## config.mk

```make
export PLATFORM = sky130hd
export DESIGN_NAME = parl_ctrl
export DESIGN_NICKNAME = d
export VERILOG_FILES = /design/src/parl_pkg.sv /design/src/parl_ctrl.sv
export SDC_FILE = /design/constraint.sdc
export NUM_CORES = 1
export LEC_CHECK = 0
export BUFFER_PORTS_ARGS = -buffer_cell sky130_fd_sc_hd__buf_2
export CAP_MARGIN = 0
export CORE_AREA = 4 4 41 43
export DETAILED_ROUTE_END_ITERATION = 10
export DIE_AREA = 0 0 45 47
export MAX_ROUTING_LAYER = met4
export PLACE_DENSITY = 0.76
export SLEW_MARGIN = 0
export SYNTH_ARGS = -nofsm -noshare
export SYNTH_HDL_FRONTEND = slang
export SYNTH_SLANG_ARGS = --single-unit
```

## constraint.sdc

```tcl
create_clock -name clk -period 1.7 [get_ports clk]
set_input_delay 0.17 -clock clk [delete_from_list [all_inputs] [get_ports clk]]
set_output_delay 0.17 -clock clk [all_outputs]
set_load 0.02 [all_outputs]
```

## src/parl_pkg.sv

```systemverilog
// Package for the per-address rate limiter: table geometry, codes, entry record,
// command and status structs between controller and datapath, and the hash step.
// No dependencies.
`default_nettype none
package parl_pkg;

    // The table size must be a power of two.
    localparam int TABLE_ENTRIES = 1024;
    localparam int IDX_W         = $clog2(TABLE_ENTRIES);
    localparam int SCAN_W        = IDX_W + 1;
    localparam int CLEARED_W     = 11;
    localparam int COUNT_W       = 17;
    localparam int CFG_W         = 16;
    localparam logic [31:0] HASH_SEED = 32'd5381;

    localparam logic [CFG_W-1:0] LIMIT_RESET   = 16'd100;
    localparam logic [CFG_W-1:0] TIMEOUT_RESET = 16'd10;

    typedef logic [IDX_W-1:0] idx_t;

    typedef enum logic [1:0] {
        REQ_CHECK  = 2'd0,
        REQ_SWEEP  = 2'd1,
        REQ_CLEAR  = 2'd2,
        REQ_UNUSED = 2'd3
    } req_type_t;

    typedef enum logic {
        CFG_REQUEST_LIMIT = 1'b0,
        CFG_IDLE_TIMEOUT  = 1'b1
    } cfg_index_t;

    typedef enum logic [3:0] {
        ST_INIT,
        ST_INIT_SCAN,
        ST_IDLE,
        ST_DISPATCH,
        ST_HASH_HI,
        ST_HASH_LO,
        ST_PROBE_RD,
        ST_PROBE_EV,
        ST_SCAN,
        ST_DONE
    } state_t;

    typedef struct packed {
        logic               used;
        logic [63:0]        addr_hi;
        logic [63:0]        addr_lo;
        logic [COUNT_W-1:0] count;
        logic [31:0]        win_sec;
    } entry_t;

    typedef struct packed {
        logic capture;
        logic hash_hi;
        logic hash_lo;
        logic probe_rd;
        logic probe_ev;
        logic scan_start;
        logic scan_clear;
        logic scan;
        logic out_load;
    } cmd_t;

    typedef struct packed {
        logic [1:0] req_type;
        logic       has_address;
        logic       probe_done;
        logic       scan_done;
    } status_t;

    // Eight DJB2 steps, one per byte, most significant byte first, kept modulo
    // the table size.
    function automatic idx_t djb_step8(idx_t h_in, logic [63:0] word);
        idx_t h;
        h = h_in;
        for (int k = 0; k < 8; k++)
        begin
            h = (h << 5) + h + IDX_W'(word[63 - 8 * k -: 8]);
        end
        return h;
    endfunction

endpackage
`default_nettype wire

```

## src/parl_ctrl.sv

```systemverilog
// Controller state machine of the rate limiter: sequences hashing, probing and
// table scans, and owns the handshakes. Depends on parl_pkg.
`default_nettype none
module parl_ctrl (
    input  wire logic             clk,
    input  wire logic             rst_n,
    input  wire logic             req_valid,
    output logic                  req_ready,
    output logic                  rsp_valid,
    input  wire logic             rsp_ready,
    input  wire parl_pkg::status_t st,
    output parl_pkg::cmd_t        cmd
);

    parl_pkg::state_t state_reg, state_next;
    logic out_valid_reg, out_valid_next;

    always_ff @(posedge clk or negedge rst_n)
    begin
        if (!rst_n)
        begin
            state_reg     <= parl_pkg::ST_INIT;
            out_valid_reg <= 1'b0;
        end
        else
        begin
            state_reg     <= state_next;
            out_valid_reg <= out_valid_next;
        end
    end

    always_comb
    begin
        state_next = state_reg;
        unique case (state_reg)
            parl_pkg::ST_INIT:      state_next = parl_pkg::ST_INIT_SCAN;
            parl_pkg::ST_INIT_SCAN:
                if (st.scan_done) state_next = parl_pkg::ST_IDLE;
            parl_pkg::ST_IDLE:
                if (req_valid) state_next = parl_pkg::ST_DISPATCH;
            parl_pkg::ST_DISPATCH:
            begin
                case (st.req_type) inside
                    parl_pkg::REQ_CHECK:
                        state_next = st.has_address ? parl_pkg::ST_HASH_HI
                                                    : parl_pkg::ST_DONE;
                    parl_pkg::REQ_SWEEP, parl_pkg::REQ_CLEAR:
                        state_next = parl_pkg::ST_SCAN;
                    default: state_next = parl_pkg::ST_DONE;
                endcase
            end
            parl_pkg::ST_HASH_HI:   state_next = parl_pkg::ST_HASH_LO;
            parl_pkg::ST_HASH_LO:   state_next = parl_pkg::ST_PROBE_RD;
            parl_pkg::ST_PROBE_RD:  state_next = parl_pkg::ST_PROBE_EV;
            parl_pkg::ST_PROBE_EV:
                state_next = st.probe_done ? parl_pkg::ST_DONE : parl_pkg::ST_PROBE_RD;
            parl_pkg::ST_SCAN:
                if (st.scan_done) state_next = parl_pkg::ST_DONE;
            parl_pkg::ST_DONE:
                if (!out_valid_reg || rsp_ready) state_next = parl_pkg::ST_IDLE;
            default: state_next = parl_pkg::ST_INIT;
        endcase
    end

    always_comb
    begin
        cmd            = '0;
        req_ready      = 1'b0;
        out_valid_next = out_valid_reg && !rsp_ready;
        unique case (state_reg)
            parl_pkg::ST_INIT:
            begin
                cmd.scan_start = 1'b1;
                cmd.scan_clear = 1'b1;
            end
            parl_pkg::ST_INIT_SCAN: cmd.scan = 1'b1;
            parl_pkg::ST_IDLE:
            begin
                req_ready   = 1'b1;
                cmd.capture = req_valid;
            end
            parl_pkg::ST_DISPATCH:
            begin
                cmd.scan_start = (st.req_type == parl_pkg::REQ_SWEEP) ||
                                 (st.req_type == parl_pkg::REQ_CLEAR);
                cmd.scan_clear = (st.req_type == parl_pkg::REQ_CLEAR);
            end
            parl_pkg::ST_HASH_HI:  cmd.hash_hi  = 1'b1;
            parl_pkg::ST_HASH_LO:  cmd.hash_lo  = 1'b1;
            parl_pkg::ST_PROBE_RD: cmd.probe_rd = 1'b1;
            parl_pkg::ST_PROBE_EV: cmd.probe_ev = 1'b1;
            parl_pkg::ST_SCAN:     cmd.scan     = 1'b1;
            parl_pkg::ST_DONE:
            begin
                if (!out_valid_reg || rsp_ready)
                begin
                    cmd.out_load   = 1'b1;
                    out_valid_next = 1'b1;
                end
            end
            default: cmd = '0;
        endcase
    end

    assign rsp_valid = out_valid_reg;

endmodule
`default_nettype wire

```

==> results.txt <==
----------------------------------------------------
[Global routing]
  Antenna violations before repair ... 0
  Wire length of the first global-routing pass ... 1860 um
  Global routing usage summed across all routing layers ... 0.129
  Via count of the first global-routing pass ... 446
  Total gr overflow ... 0
  Pin count of the biggest net entering global routing ... 19

[Pwr]
  Leakage power figure ... 0.359 nW
  Ratio of total power to cell area ... 1710 mW/mm^2
  Seq pwr share ... 0.282
  Maximum resistive drop on vdd ... 1.07 mV
  Net switching power ... 0.000581 W
  Combinational Power Share ... 0.601
  Clk pwr share ... 0.118
  Power Internal ... 0.000603 W
  Switching part of the total ... 0.491

[Detailed routing]
  Total wirelength of the detailed-routed design ... 1350 um
  Avg WL per Cell ... 12.2 um
  DRT antenna net count ... 0
  Via/cell ratio ... 5.01
  Drt pass-1 iters ... 4
  Drc violations ... 0
  Count of routing violations after the opening detailed-route iteration ... 13
  Number of vias in the routed layout ... 556

[Layout]
  Flip-flop count of the largest register after layout ... 4
  Layout overhead on the synthesized area ... 34.8%
  Filler cell count ... 148
  Post-layout nets ... 108
  Count of antenna diodes in the layout ... 0
  Share of final-layout standard cells stronger than drive strength 1 ... 0.385
  Cell area after layout ... 693 um^2

[Critical path]
  Critical path class ... flop to output port
  Critical path, cell by cell ... nand2b_1 > nor3_2 > and2_1 > buf_2
  Worst R2R Path Depth ... 3
  Cell at the slowest stage of the critical path ... sky130_fd_sc_hd__dfrtp_2
  Beginning of the worst register-to-register path ... state_reg[1]
  CP delay by family, top ... simple AND/OR/NAND/NOR gates
  Critical Path AT ... 1430 ps
  R2r setup slk ... 320 ps
  Maximum fanout count along the critical path ... 15
  Launching element type of the critical path ... flop
  Critical path required time ... 1530 ps
  Reg-to-reg endpoint ... state_reg[1]
  Nature of the critical path endpoint ... output port
  Delay of the slowest cell on the worst path ... 500 ps
  Crit path buf inv count ... 1

[STA]
  Transition at the pin with the smallest max-transition slack ... 267 ps
  Setup WS post-layout ... 95.0 ps
  Worst hold-check slack ... 190 ps
  Number of failing setup endpoints in the final timing report ... 0
  Final period demand of the worst path ... 1600 ps
  Max frequency ... 0.623 GHz
  Headroom to the max-slew limit ... 0.822
  Final Skew ... 5.90 ps
  Final period util ... 0.944
  Number of hold-slack violations in the final timing report ... 0
  Total count of max-transition violations in the final report ... 0

[Floorplanning]
  Rows ... 13
  Die X-Extent ... 45 um
  Number of top-level pins ... 20
  Die boundary height ... 47 um
  Effective utilization at floorplan ... 0.395
  Area of the core ... 0.00130 mm^2
  Die Footprint ... 0.00212 mm^2

[Synth]
  Flip-flop cell with the highest count after synthesis ... sky130_fd_sc_hd__dfrtp_1
  Synthesized Nets ... 81
  Synthesized area per cell ... 7.35 um^2
  Yosys warns ... 0
  Area of the mapped netlist ... 514 um^2
  Number of cells produced by synthesis ... 70
  Synth top area cells ... sky130_fd_sc_hd__dfrtp_1, sky130_fd_sc_hd__nor2_1, sky130_fd_sc_hd__a21oi_1
  Synth Register Bits ... 5
  Most common library cells after synthesis ... sky130_fd_sc_hd__nor2_1, sky130_fd_sc_hd__nand2_1, sky130_fd_sc_hd__a21oi_1, sky130_fd_sc_hd__dfrtp_1, sky130_fd_sc_hd__inv_1
  Async set-or-reset flop fraction in the synthesized netlist ... 1.00
  Share of the synthesized area in the top cell type ... 0.243
  Distinct cell type count of the synthesized netlist ... 25
  Leading cell type by number of instances after synthesis ... sky130_fd_sc_hd__nor2_1
  Cell type contributing the most total cell area after synthesis ... sky130_fd_sc_hd__dfrtp_1
  Number of flops mapped to enable cells by yosys ... 0
  Share of the yosys chip area belonging to registers ... 0.243

[Clock tree]
  Num CTS Buffers ... 3
  Later-pin clock latency in the skew report ... 240 ps
  Clk slew on worst S/H paths ... 50 ps
  Depth of the CTS H-tree ... 1
  Max clock buf depth ... 2
  Clk root buf ... sky130_fd_sc_hd__clkbuf_4
  CTS tree ... yes
  # clock sinks ... 5

[Placed design]
  Count of input and output buffers ... 19
  Final RePlAce weighted congestion ... 0.746
  Setup slack at placement ... 162 ps
  Total cell area at the placement stage ... 597 um^2
  Post-DP HPWL ... 855 um

[Worst hold path]
  Hold Crit Start ... req_valid
  Hold Path Cell Cnt ... 2
  Worst min-delay path category ... input port to flop
  Hold endpoint ... state_reg[1]

[Status]
  Outcome ... completed

[Flow run]
  # Max-Cap Violations ... 0

----------------------------------------------------
power groups by stage:
stage	Clock [W]	Combinational, W	Sequential, W
global placement	0	0.000589	0.000334
detailed placement	0	0.000599	0.000337
CTS	0.000143	0.000603	0.000337
finish	0.000139	0.000711	0.000334
floorplan	0	0.000581	0.000227
global route	0.000157	0.000777	0.000349
per-layer routing:
metal | GRT usage | vias to the layer above | wire length [um]
li1 | - | 291 | -
met1 | 0.146 | 249 | 571
met2 | 0.203 | 16 | 680
met3 | 0.0728 | 0 | 99
met4 | 0.0175 | 0 | 0
met5 | - | - | 0
timing repair:
action	4_1_cts	5_1_grt
hold endpoints to repair	5	0
hold buffers	1	0
gates resized for setup	1	4
endpoints found under the setup margin	1	7
setup buffers	0	7
cell families (layout without fill, tap and decap cells):
family / after synthesis / in the layout / share of synthesized area
compound gates: 17 / 17 / 0.246
xor+xnor: 1 / 1 / 0.0170
fa+ha+maj: 2 / 2 / 0.0487
buf+inv: 10 / 36 / 0.0973
flops: 5 / 5 / 0.243
simple gates: 35 / 35 / 0.348
cell type report:
cell class,count,area (um^2),share of cell area
Inverter,5,18.8,0.0271
Tap cell,15,18.8,0.0271
Clock buffer,4,26.3,0.0379
Timing Repair Buffer,27,158,0.227
Sequential cell,5,130,0.188
Multi-Input combinational cell,55,342,0.493
worst max path at each step:
stage	startpoint	endpoint	slack, ps	cells after the start
floorplan	state_reg[3]	cmd[8]	180	4
global placement	state_reg[3]	state_reg[0]	250	4
detailed placement	state_reg[3]	state_reg[0]	160	4
CTS	state_reg[0]	cmd[8]	10	4
global route	state_reg[0]	cmd[2]	-0.7	4
finish	state_reg[0]	cmd[8]	100	4
layout by cell type, fill, tap and decap left out, types with 3 or more instances in the layout:
master                     netlist  final
sky130_fd_sc_hd__nand2_1         6      6
sky130_fd_sc_hd__clkbuf_4        0      3
sky130_fd_sc_hd__a21oi_1         5      5
sky130_fd_sc_hd__buf_4           0      7
sky130_fd_sc_hd__nor2_1         11     11
sky130_fd_sc_hd__nor3_1          4      4
sky130_fd_sc_hd__inv_1           5      5
sky130_fd_sc_hd__o21ai_0         4      4
sky130_fd_sc_hd__buf_2           4     19
sky130_fd_sc_hd__dfrtp_2         0      4
sky130_fd_sc_hd__nor3b_1         3      3
per-stage QoR:
| stage | total power, W | utilization | instances | TNS [ps] |
|---|---|---|---|---|
| after floorplan | 0.000808 | - | 70 | 0 |
| final | 0.00118 | 0.533 | 111 | 0 |
| after global routing | 0.00128 | 0.533 | 111 | -0.733 |
| after global placement | 0.000922 | 0.459 | 99 | 0 |
| after detailed placement | 0.000936 | 0.459 | 99 | 0 |
| after CTS | 0.00108 | 0.488 | 104 | 0 |
Power figures use the tool's default switching activity.
